==> src/rtl/pnr_pkg.sv <==
// ----------------------------------------------------------------------------
// pnr_pkg
// shared constants, types and helpers for the polynomial newton root unit
// ----------------------------------------------------------------------------
`default_nettype none
package pnr_pkg;
   localparam int MaxDegree = 5;
   localparam int FracBits  = 16;
   localparam int NumCoeff  = 6;
   localparam int NumRegs   = 8;
   localparam int AddrBits  = 5;

   localparam logic [2:0] RegTolerance = 3'd6;
   localparam logic [2:0] RegMaxSteps  = 3'd7;

   localparam logic [1:0] StatusConverged = 2'd0;
   localparam logic [1:0] StatusStepLimit = 2'd1;
   localparam logic [1:0] StatusZeroSlope = 2'd2;

   localparam logic [30:0] ToleranceReset = 31'd1;
   localparam logic [15:0] MaxStepsReset  = 16'd1000;

   typedef logic signed [31:0] fixed_type;

   // saturate a signed 66-bit value to 32 bits
   function automatic fixed_type sat32(input logic signed [65:0] v);
      if (v > 66'sd2147483647) begin
         sat32 = 32'sh7fffffff;
      end else if (v < -66'sd2147483648) begin
         sat32 = 32'sh80000000;
      end else begin
         sat32 = v[31:0];
      end
   endfunction
endpackage
`default_nettype wire

==> src/rtl/polynomial_newton_root_unit.sv <==
// ----------------------------------------------------------------------------
// polynomial_newton_root_unit
// newton iteration on a degree-5 polynomial in signed q15.16
// ----------------------------------------------------------------------------
// operation: each newton step runs the value, slope, divide, and check and update phases in turn,
// the value and slope on the one shared multiply-add unit and the divide on the bit-serial divider
// throughput: one transaction at a time; req_tready is low while a search runs
// and while a finished result waits behind an unaccepted one
// reset: synchronous active high; coefficients clear, tolerance 1, max_steps 1000
`default_nettype none
module polynomial_newton_root_unit (
   input  wire logic        clock,
   input  wire logic        reset,
   input  wire logic        req_tvalid,
   output      logic        req_tready,
   input  wire logic [31:0] req_tdata,   // start_point
   output      logic        rsp_tvalid,
   input  wire logic        rsp_tready,
   output      logic [55:0] rsp_tdata,   // root[31:0], status[33:32], steps_used[50:34]
   input  wire logic        csr_psel,
   input  wire logic        csr_penable,
   input  wire logic        csr_pwrite,
   input  wire logic [4:0]  csr_paddr,
   input  wire logic [31:0] csr_pwdata,
   output      logic [31:0] csr_prdata,
   output      logic        csr_pready
);
   typedef enum logic [3:0] {
      ST_IDLE, ST_VLOAD, ST_VWAIT, ST_CHECK, ST_SLOAD, ST_SWAIT,
      ST_SCHECK, ST_DIV, ST_UPDATE, ST_OUT
   } state_type;

   state_type state_ff;
   pnr_pkg::fixed_type coeff_ff [pnr_pkg::NumCoeff];
   logic [30:0] tol_ff;
   logic [15:0] max_ff;
   pnr_pkg::fixed_type x_ff, acc_ff, f_ff, slope_ff;
   logic [16:0] n_ff;
   logic [2:0] k_ff;
   logic [1:0] status_ff;
   logic rsp_valid_ff;
   logic [2:0] reg_idx;
   logic csr_wr;

   // mac operands
   pnr_pkg::fixed_type mac_add, mac_res, dq;
   logic mac_load, div_start, div_done;
   logic [32:0] abs_f;

   assign csr_pready = 1'b1;
   assign reg_idx = csr_paddr[4:2];
   assign csr_wr = csr_psel && csr_penable && csr_pwrite;

   always_comb begin
      case (reg_idx)
         pnr_pkg::RegTolerance: csr_prdata = {1'b0, tol_ff};
         pnr_pkg::RegMaxSteps: csr_prdata = {16'd0, max_ff};
         default: csr_prdata = (reg_idx < 3'(pnr_pkg::NumCoeff)) ? coeff_ff[reg_idx] : '0;
      endcase
   end

   // derivative term k*coeff_k, saturated
   function automatic pnr_pkg::fixed_type dterm(input logic [2:0] k,
                                                input pnr_pkg::fixed_type c);
      dterm = pnr_pkg::sat32(66'(c) * 66'(signed'({1'b0, k})));
   endfunction

   always_comb begin
      mac_load = (state_ff == ST_VLOAD) || (state_ff == ST_SLOAD);
      if (state_ff == ST_VLOAD) begin
         mac_add = coeff_ff[k_ff];
      end else begin
         mac_add = dterm(k_ff, coeff_ff[k_ff]);
      end
      abs_f = f_ff[31] ? -33'(f_ff) : 33'(f_ff);
      div_start = (state_ff == ST_SCHECK) && (slope_ff != 0);
   end

   pnr_mac u_mac (.clock(clock), .load(mac_load), .acc(acc_ff), .x(x_ff),
                  .addend(mac_add), .result(mac_res));

   pnr_div u_div (.clock(clock), .reset(reset), .start(div_start), .num(f_ff),
                  .den(slope_ff), .done(div_done), .quot(dq));

   always_ff @(posedge clock) begin
      if (reset) begin
         state_ff <= ST_IDLE;
         rsp_valid_ff <= 1'b0;
         tol_ff <= pnr_pkg::ToleranceReset;
         max_ff <= pnr_pkg::MaxStepsReset;
         for (int i = 0; i < pnr_pkg::NumCoeff; i++) coeff_ff[i] <= '0;
      end else begin
         if (csr_wr) begin
            if (reg_idx < 3'(pnr_pkg::NumCoeff)) coeff_ff[reg_idx] <= csr_pwdata;
            else if (reg_idx == pnr_pkg::RegTolerance) tol_ff <= csr_pwdata[30:0];
            else if (reg_idx == pnr_pkg::RegMaxSteps) max_ff <= csr_pwdata[15:0];
         end
         case (state_ff)
            ST_IDLE: begin
               if (req_tvalid) begin
                  x_ff <= req_tdata;
                  n_ff <= '0;
                  acc_ff <= coeff_ff[pnr_pkg::MaxDegree];
                  k_ff <= 3'(pnr_pkg::MaxDegree - 1);
                  state_ff <= ST_VLOAD;
               end
            end
            ST_VLOAD: state_ff <= ST_VWAIT;
            ST_VWAIT: begin
               acc_ff <= mac_res;
               if (k_ff == 3'd0) begin
                  f_ff <= mac_res;
                  state_ff <= ST_CHECK;
               end else begin
                  k_ff <= k_ff - 3'd1;
                  state_ff <= ST_VLOAD;
               end
            end
            ST_CHECK: begin
               if (abs_f <= {2'b00, tol_ff}) begin
                  status_ff <= pnr_pkg::StatusConverged;
                  state_ff <= ST_OUT;
               end else if (n_ff > {1'b0, max_ff}) begin
                  status_ff <= pnr_pkg::StatusStepLimit;
                  state_ff <= ST_OUT;
               end else begin
                  acc_ff <= dterm(3'(pnr_pkg::MaxDegree), coeff_ff[pnr_pkg::MaxDegree]);
                  k_ff <= 3'(pnr_pkg::MaxDegree - 1);
                  state_ff <= ST_SLOAD;
               end
            end
            ST_SLOAD: state_ff <= ST_SWAIT;
            ST_SWAIT: begin
               acc_ff <= mac_res;
               if (k_ff == 3'd1) begin
                  slope_ff <= mac_res;
                  state_ff <= ST_SCHECK;
               end else begin
                  k_ff <= k_ff - 3'd1;
                  state_ff <= ST_SLOAD;
               end
            end
            ST_SCHECK: begin
               if (slope_ff == 0) begin
                  status_ff <= pnr_pkg::StatusZeroSlope;
                  state_ff <= ST_OUT;
               end else begin
                  state_ff <= ST_DIV;
               end
            end
            ST_DIV: if (div_done) state_ff <= ST_UPDATE;
            ST_UPDATE: begin
               x_ff <= pnr_pkg::sat32(66'(x_ff) - 66'(dq));
               n_ff <= n_ff + 17'd1;
               acc_ff <= coeff_ff[pnr_pkg::MaxDegree];
               k_ff <= 3'(pnr_pkg::MaxDegree - 1);
               state_ff <= ST_VLOAD;
            end
            ST_OUT: begin
               if (!rsp_valid_ff || rsp_tready) begin
                  rsp_valid_ff <= 1'b1;
                  state_ff <= ST_IDLE;
               end
            end
            default: state_ff <= ST_IDLE;
         endcase
         if (rsp_valid_ff && rsp_tready && state_ff != ST_OUT) rsp_valid_ff <= 1'b0;
      end
   end

   // result register; the next search may start while it waits
   logic [55:0] out_ff;
   always_ff @(posedge clock) begin
      if (state_ff == ST_OUT && (!rsp_valid_ff || rsp_tready)) begin
         out_ff <= {5'd0, n_ff, status_ff, x_ff};
      end
   end

   assign req_tready = (state_ff == ST_IDLE);
   assign rsp_tvalid = rsp_valid_ff;
   assign rsp_tdata = out_ff;
endmodule
`default_nettype wire

==> src/rtl/pnr_mac.sv <==
// ----------------------------------------------------------------------------
// pnr_mac
// shared horner step: registered product, then truncate, saturate and add
// ----------------------------------------------------------------------------
`default_nettype none
module pnr_mac (
   input  wire logic              clock,
   input  wire logic              load,
   input  wire pnr_pkg::fixed_type acc,
   input  wire pnr_pkg::fixed_type x,
   input  wire pnr_pkg::fixed_type addend,
   output      pnr_pkg::fixed_type result
);
   logic signed [63:0] prod_ff;
   pnr_pkg::fixed_type addend_ff;
   logic signed [63:0] mag;
   logic signed [63:0] shifted;
   pnr_pkg::fixed_type trunc;

   always_ff @(posedge clock) begin
      if (load) begin
         prod_ff   <= 64'(acc) * 64'(x);
         addend_ff <= addend;
      end
   end

   // truncate toward zero
   always_comb begin
      mag = prod_ff[63] ? -prod_ff : prod_ff;
      shifted = mag >>> pnr_pkg::FracBits;
      if (prod_ff[63]) begin
         shifted = -shifted;
      end
      trunc = pnr_pkg::sat32(66'(shifted));
      result = pnr_pkg::sat32(66'(trunc) + 66'(addend_ff));
   end
endmodule
`default_nettype wire

==> src/rtl/pnr_div.sv <==
// ----------------------------------------------------------------------------
// pnr_div
// restoring divider, one quotient bit per cycle, truncating, saturated
// ----------------------------------------------------------------------------
`default_nettype none
module pnr_div (
   input  wire logic              clock,
   input  wire logic              reset,
   input  wire logic              start,
   input  wire pnr_pkg::fixed_type num,
   input  wire pnr_pkg::fixed_type den,
   output      logic              done,
   output      pnr_pkg::fixed_type quot
);
   localparam int NBits = 32 + pnr_pkg::FracBits;
   logic [NBits-1:0] q_ff, q_in;
   logic [32:0] rem_ff, rem_in;
   logic [31:0] d_ff, d_in;
   logic neg_ff, neg_in;
   logic busy_ff, busy_in;
   logic [5:0] cnt_ff, cnt_in;
   logic [32:0] trial;
   logic signed [65:0] sq;

   always_comb begin
      q_in = q_ff; rem_in = rem_ff; d_in = d_ff; neg_in = neg_ff;
      busy_in = busy_ff; cnt_in = cnt_ff;
      trial = '0;
      if (start) begin
         q_in = NBits'(num[31] ? -33'(num) : 33'(num)) << pnr_pkg::FracBits;
         d_in = den[31] ? 32'(-33'(den)) : den;
         neg_in = num[31] ^ den[31];
         rem_in = '0;
         busy_in = 1'b1;
         cnt_in = 6'(NBits);
      end else if (busy_ff) begin
         if (cnt_ff == 6'd0) begin
            // quotient held for one cycle while done is high
            busy_in = 1'b0;
         end else begin
            trial = {rem_ff[31:0], q_ff[NBits-1]};
            q_in = {q_ff[NBits-2:0], 1'b0};
            if (trial >= {1'b0, d_ff}) begin
               rem_in = trial - {1'b0, d_ff};
               q_in[0] = 1'b1;
            end else begin
               rem_in = trial;
            end
            cnt_in = cnt_ff - 6'd1;
         end
      end
   end

   always_ff @(posedge clock) begin
      if (reset) begin
         busy_ff <= 1'b0;
         cnt_ff  <= '0;
      end else begin
         busy_ff <= busy_in;
         cnt_ff  <= cnt_in;
      end
      q_ff <= q_in; rem_ff <= rem_in; d_ff <= d_in; neg_ff <= neg_in;
   end

   always_comb begin
      sq = neg_ff ? -66'(q_ff) : 66'(q_ff);
      quot = pnr_pkg::sat32(sq);
      done = busy_ff && (cnt_ff == 6'd0);
   end
endmodule
`default_nettype wire

==> config.mk <==
export PLATFORM = sky130hd
export DESIGN_NAME = polynomial_newton_root_unit
export DESIGN_NICKNAME = d
export VERILOG_FILES = /design/src/rtl/pnr_pkg.sv /design/src/rtl/polynomial_newton_root_unit.sv /design/src/rtl/pnr_mac.sv /design/src/rtl/pnr_div.sv
export SDC_FILE = /design/constraint.sdc
export NUM_CORES = 2
export LEC_CHECK = 0
export BUFFER_PORTS_ARGS = -buffer_cell sky130_fd_sc_hd__buf_2
export CORE_MARGIN = 3
export CORE_UTILIZATION = 50
export CTS_CLUSTER_SIZE = 24
export DETAILED_ROUTE_END_ITERATION = 10
export PLACE_DENSITY = 0.66
export RECOVER_POWER = 50
export SLEW_MARGIN = 5
export SYNTH_ARGS = -nofsm -noshare
export SYNTH_HDL_FRONTEND = slang
export SYNTH_SLANG_ARGS = --single-unit
export TNS_END_PERCENT = 30
==> constraint.sdc <==
create_clock -name clock -period 12.8 [get_ports clock]
set_input_delay 1.28 -clock clock [delete_from_list [all_inputs] [get_ports clock]]
set_output_delay 1.28 -clock clock [all_outputs]
set_load 0.005 [all_outputs]
After elaboration in Yosys (flattened, before gate mapping)

Memory sizes are Yosys's and may differ from the RTL's. A register that Yosys moved wholly into a read port is not among the register bits.
Index checks and enable logic that the tools add are counted.

Register bits: 469
Word-level logic and storage cells: 188
Memories kept: 1
Bits in writable memories: 192

Memories:

| memory   | depth | width | rd ports | clocked after memory_dff | write ports | RTL line                          | RTL |
|---|---|---|---|---|---|---|---|
| coeff_ff | 6     | 32    | 3        | 1                        | 6           | polynomial_newton_root_unit.sv:34 | `pnr_pkg::fixed_type coeff_ff [pnr_pkg::NumCoeff];` |

Reductions and logical operators: 36
Order comparisons: 16
$add $sub $neg: 12
Multiply operators: 3
Equal/unequal tests: 23
Muxes and demuxes: 69
Bitwise gates (word level): 5

Operators with widths:

| cell                                                                           | count |
|---|---|
| 32-bit two-way mux                                                             | 21 |
| 48-bit two-way mux                                                             | 3 |
| 66-bit by 32-bit > comparator with 1-bit output, second input constant         | 2 |
| 66-bit by 32-bit less-than comparator with 1-bit output, second input constant | 2 |
| 64-bit two-way mux                                                             | 2 |
| 32-bit case mux with 2 select lines                                            | 2 |
| 32-bit case mux with 4 select lines                                            | 1 |
| 36-bit by 32-bit > comparator with 1-bit output, second input constant         | 2 |
| 36-bit by 32-bit less-than comparator with 1-bit output, second input constant | 2 |
| 66-bit two-way mux                                                             | 1 |
| 48-bit negator with 66-bit output                                              | 1 |
| 64-bit by 32-bit > comparator with 1-bit output, second input constant         | 1 |
| 64-bit by 32-bit less-than comparator with 1-bit output, second input constant | 1 |
| 32-bit by 32-bit multiplier with 64-bit output                                 | 1 |
| 32-bit negator                                                                 | 2 |
| 48-bit negator with 64-bit output                                              | 1 |
| 64-bit negator                                                                 | 1 |
| 4-bit case mux with 10 select lines                                            | 1 |
| 32-bit by 4-bit multiplier with 36-bit output                                  | 1 |
| 32-bit by 4-bit multiplier with 36-bit output, second input constant           | 1 |
| 17-bit case mux with 2 select lines                                            | 1 |
| 32-bit by 32-bit adder with 33-bit output                                      | 1 |
| 33-bit by 32-bit >= comparator with 1-bit output                               | 1 |
| 33-bit by 32-bit > comparator with 1-bit output, second input constant         | 1 |
| 50 further kinds                                                               | 111 |

Logic depth before layout (Yosys ltp)

Depth in word-level cells: 12
Gate-level depth with buffers: 38
Depth with buffers taken out: 29

Hierarchy

A second synthesis with hierarchy kept.

Cell total of the unflattened synthesis: 9098
Area total of the unflattened synthesis: 86117.6 µm²

Modules (own cells, without submodules):

| module                      | seq. area each (µm²) | area an instance (µm²) | times used | cells each |
|---|---|---|---|---|
| pnr_mac                     | 2882.8               | 43979.7                | 1          | 4863 |
| polynomial_newton_root_unit | 14824.2              | 32650.1                | 1          | 3093 |
| pnr_div                     | 3052.9               | 9487.8                 | 1          | 1142 |

Worst setup path after synthesis

OpenSTA, ideal clock, no wires.

Path kind: register -> register
Start: reg u_mac.prod_ff[63]
End: reg acc_ff[15], data pin
Library setup time: 0.278 ns
Arrival time: 9.231 ns
Stages on the path, launching flop included: 38
Buffers on the path: 10
Period minus slack after synthesis: 9.509 ns
Setup slack: 3.291 ns
Path through: edfxtp_1 > buf_2 > clkbuf_1 > clkbuf_1 > clkbuf_1 > clkbuf_1 > clkbuf_1 > clkbuf_1 > o21ai_0 > xor2_1 > ha_1 > nand3_1 > mux2i_1 > nand4_1 > or3_1 > buf_2 > or4_1 > or4b_1 > [2 not listed] > o41ai_4 > buf_6 > o21ai_1 > ha_1 > fa_1 > a211oi_1 > o21ai_0 > a2111oi_0 > o31ai_1 > a211o_1 > a21oi_1 > o31a_1 > o211ai_1 > a21oi_1 > nor2_1 > clkbuf_1 > a22oi_1 > o211ai_1

Word-level cells in the longest chain between the ends: 12
Elaborated cells between the ends (all ways): 14
Classes of those cells: add/sub: 3; order compare: 4; mux: 7

Ends and longest elaborated chain:

| what                                                    | RTL line                           | RTL |
|---|---|---|
| start: declaration                                      | pnr_mac.sv:14                      | `logic signed [63:0] prod_ff;` |
| start signal: assignment                                | pnr_mac.sv:22                      | `prod_ff <= 64'(acc) * 64'(x);` |
| 64-bit negator                                          | pnr_mac.sv:29                      | `mag = prod_ff[63] ? -prod_ff : prod_ff;` |
| 64-bit two-way mux                                      | pnr_mac.sv:29                      |  |
| 48-bit negator with 64-bit output                       | pnr_mac.sv:32                      | `shifted = -shifted;` |
| 64-bit two-way mux (*)                                  | pnr_mac.sv:31                      | `if (prod_ff[63]) begin` |
| 64-bit by 32-bit less-than comparator with 1-bit output | pnr_pkg.sv:29                      | `end else if (v < -66'sd2147483648) begin` |
| 32-bit two-way mux                                      | pnr_pkg.sv:29                      |  |
| 32-bit two-way mux (*)                                  | pnr_pkg.sv:27                      | `if (v > 66'sd2147483647) begin` |
| 32-bit by 32-bit adder with 33-bit output (*)           | pnr_mac.sv:35                      | `result = pnr_pkg::sat32(66'(trunc) + 66'(addend_ff));` |
| 66-bit by 32-bit less-than comparator with 1-bit output | pnr_pkg.sv:29                      |  |
| 32-bit two-way mux                                      | pnr_pkg.sv:29                      |  |
| 32-bit two-way mux (*)                                  | pnr_pkg.sv:27                      |  |
| 32-bit case mux with 4 select lines (*)                 | polynomial_newton_root_unit.sv:98  | `case (state_ff)` |
| end signal: assignment                                  | polynomial_newton_root_unit.sv:103 | `acc_ff <= coeff_ff[pnr_pkg::MaxDegree];` |
| end signal: assignment                                  | polynomial_newton_root_unit.sv:110 | `acc_ff <= mac_res;` |
| end signal: assignment                                  | polynomial_newton_root_unit.sv:127 | `acc_ff <= dterm(3'(pnr_pkg::MaxDegree), coeff_ff[pnr_pkg::MaxDegree]);` |
| end: declaration                                        | polynomial_newton_root_unit.sv:37  | `pnr_pkg::fixed_type x_ff, acc_ff, f_ff, slope_ff;` |

Every way passes the cells marked *; elsewhere a longest branch is shown, timed or not.
A chain may end at the register's enable or synchronous reset.

Final worst setup path

Start: reg x_ff[2]
End: reg u_mac.prod_ff[62], data pin

Word-level cells in the longest chain between the ends: 1

Ends and longest elaborated chain:

| what                                           | RTL line                           | RTL |
|---|---|---|
| start: declaration                             | polynomial_newton_root_unit.sv:37  |  |
| start signal: assignment                       | polynomial_newton_root_unit.sv:101 | `x_ff <= req_tdata;` |
| start signal: assignment                       | polynomial_newton_root_unit.sv:153 | `x_ff <= pnr_pkg::sat32(66'(x_ff) - 66'(dq));` |
| 32-bit by 32-bit multiplier with 64-bit output | pnr_mac.sv:22                      |  |

Every way passes these cells.

==> results.yml <==
finish:
  drive_gt1_share_pct: 6.01
  finalInstanceArea_mm2: 0.0890
  nets: 10348
  syn2layout_area_growth_pct: 7.05
grt:
  antenna_found_initial: 12
  grt_max_degree: 89
  grt_pass1_wl_mm: 376
  grt_pass1_vias: 64332
  grt_usage_pct: 28.6
  grt.overflow.total: 0
status:
  status: "finished with violations"
  violations: "capacitance limit, slew limit"
timing:
  setup_tns_ns: 0
  fmax_mhz: 88.1
  slew_viol_final: 824
  fin_skew_ns: 0.0509
  rsz0062_at_grt: "false"
  hold_violations: 0
  relSlewSlack_pct: -121
  fin_crit_ns: 11.35
  min_period_over_period_pct: 88.7
  tightest_slew_ns: 3.31
  setup_viol: 0
place:
  hpwl_mm: 184
  place_area_mm2: 0.0864
  gp_congestion: 0.949
  portBuffers: 158
critical_path:
  worst-r2r-setup-slack_ns: 1.45
  cp_top_family: "adder cells"
  r2r-end: "u_mac.prod_ff[62]"
  reg2reg_from: "x_ff[2]"
  worstSetupPathType: "reg2reg"
  end_kind: "flip-flop"
  cp_max_fo: 34
  crit_arrival_ns: 11.76
  max_stage_delay_ns: 1.78
  worstSetupEndpoint: "u_mac.prod_ff[62]"
  startpoint: "x_ff[2]"
  crit_top_cell: "fa_1"
  cp_slowest_cell: "clkbuf_1"
  cp_num_buf_inv: 6
  startpoint_type: "flip-flop"
  ff2ff_path_depth: 28
  required_ns: 13.21
  crit_cells: 28
route:
  ant_nets: 0
  dr.pass1.iters: 8
  wl_mm: 240
  vias: 62534
  via_per_inst: 5.72
  drt_iter0_markers: 5190
  drc: 0
  wl_per_cell_um: 21.9
die:
  die_x_um: 414
  rows: 149
  die_h_um: 414
  coreArea_mm2: 0.165
  die_area_mm2: 0.171
  boundaryPins: 167
  start_util_pct: 50.4
flow_run:
  maxCapViolCount: 24
hold_path:
  hold_class: "reg2reg"
yosys:
  yosys_most_used_dff: "edfxtp_1"
  ys_seq_area_share_pct: 25.0
  syn_inst: 8675
  synth_area_mm2: 0.0832
  ys_top_cells_by_area: "fa_1 (27%), edfxtp_1 (22%), ha_1 (7.0%)"
  synth_seq_cells: 728
  synthArstFlopShare_pct: 0
  yosysWarnings: 0
  avgSynthCellArea_um2: 9.59
  synth_top_area_cell: "fa_1"
  synth_top_cell_area_share_pct: 26.9
  synth_edf_count: 618
  synth.distinct_cells: 82
clocking:
  insertion_delay_ns: 0.71
  clock_sinks: 728
  cts_max_level: 3
  cts_resized: 0
  clk_pin_slew_ns: 0.06
  post_cts_buffers: 0
  root_buffer: "clkbuf_16"
  cts_hold_buf: 0
  cts_tree: "built"
  cts_made_buffers: 80
  cts_buffer_depth: 3
## worst min path at each step
stage	start	end	slack (ns)	depth (start not counted)
after floorplan	status_ff[0]	rsp_tdata[32]	0.40	0
after CTS	status_ff[1]	rsp_tdata[33]	0.43	0
final	status_ff[1]	rsp_tdata[33]	0.43	0
after detailed placement	status_ff[1]	rsp_tdata[33]	0.42	0
after global routing	status_ff[0]	rsp_tdata[32]	0.44	0
after global placement	status_ff[1]	rsp_tdata[33]	0.41	0
## cells in the mapped netlist, drive strengths merged (128+ instances only)
cell,count
nand3,128
xor2,142
xnor2,236
and2,291
ha,468
nand2,1273
nor2,401
fa,1118
edfxtp,618
clkbuf,380
o21ai,263
inv,1441
a21oi,323
## state kept, by name, summed over array words and instances (netlist names), 4 cells and up, named ones only
| signal | count |
|---|---|
| coeff_ff | 256 |
| rsp_tdata | 51 |
| u_div.d_ff | 32 |
| tol_ff | 31 |
| state_ff | 4 |
| u_mac.addend_ff | 32 |
| max_ff | 16 |
| slope_ff | 32 |
| u_div.rem_ff | 32 |
| n_ff | 17 |
| u_mac.prod_ff | 64 |
| x_ff | 32 |
| u_div.cnt_ff | 6 |
| f_ff | 32 |
| acc_ff | 32 |
| u_div.q_ff | 48 |
## layer usage
layer	part of all wire [%]	up-vias	global-route usage, %	wire length (um)
met3	7.5	502	4.82	17900
met5	0.0054	-	0	13
met4	4.7	2	11.6	11300
met1	40	31550	37.6	97000
li1	-	28226	-	-
met2	47	2254	47.1	114000
## layout make-up
cell class | count | area [um^2]
Fill cell | 14880 | 76100
Multi-Input combinational cell | 6142 | 55700
Sequential cell | 728 | 20800
Inverter | 1441 | 5410
Tap cell | 2189 | 2740
Clock buffer | 100 | 2140
Timing Repair Buffer | 293 | 1610
Clock inverter | 48 | 707
Antenna cell | 1 | 2.50
## cell families (layout without fill, tap and decap cells)
group,count (synthesis),after routing,share of synthesized area (%)
flops,728,728,25.0
fa+ha+maj,1603,1603,34.2
other cells,2,71,0.00903
compound gates,1214,1214,9.55
mux,206,206,3.93
buf+inv,1873,1882,8.52
simple gates,2671,2671,14.9
xor+xnor,378,378,3.98
## placed cells by master (no fill, tap or decap), drive strengths merged, types with 24 or more instances in the layout
cell type     n
nand2      1273
mux4         95
a21o        109
and2        291
o21a         78
fa         1118
and3         38
dfxtp       110
nor2b        85
edfxtp      618
nor2        401
nand2b      117
or2          24
or3          56
clkbuf      185
a22oi        50
nand3       128
o221a        24
o31ai        52
mux2i        94
ha          468
conb         70
o21ai       263
o211ai       43
xnor2       236
a211oi       31
inv        1446
nor4         33
nor3         92
a31oi        32
or4          37
o21bai       35
buf         208
nand4        55
a21oi       323
xor2        142
## metrics by stage
step | worst slack, ns | std cells | hold WS [ns] | utilization [%]
after floorplan | 3.29 | 8743 | 0.400 | -
after global placement | 2.17 | 10793 | 0.411 | 52.3
after detailed placement | 2.03 | 10793 | 0.416 | 52.3
after CTS | 1.95 | 10941 | 0.429 | 54.0
after global routing | 0.762 | 10942 | 0.442 | 53.9
final | 1.45 | 10942 | 0.429 | 53.9
Power is not shown: default switching activity piles up to over one toggle a cycle in this logic, so the estimate is an artifact.
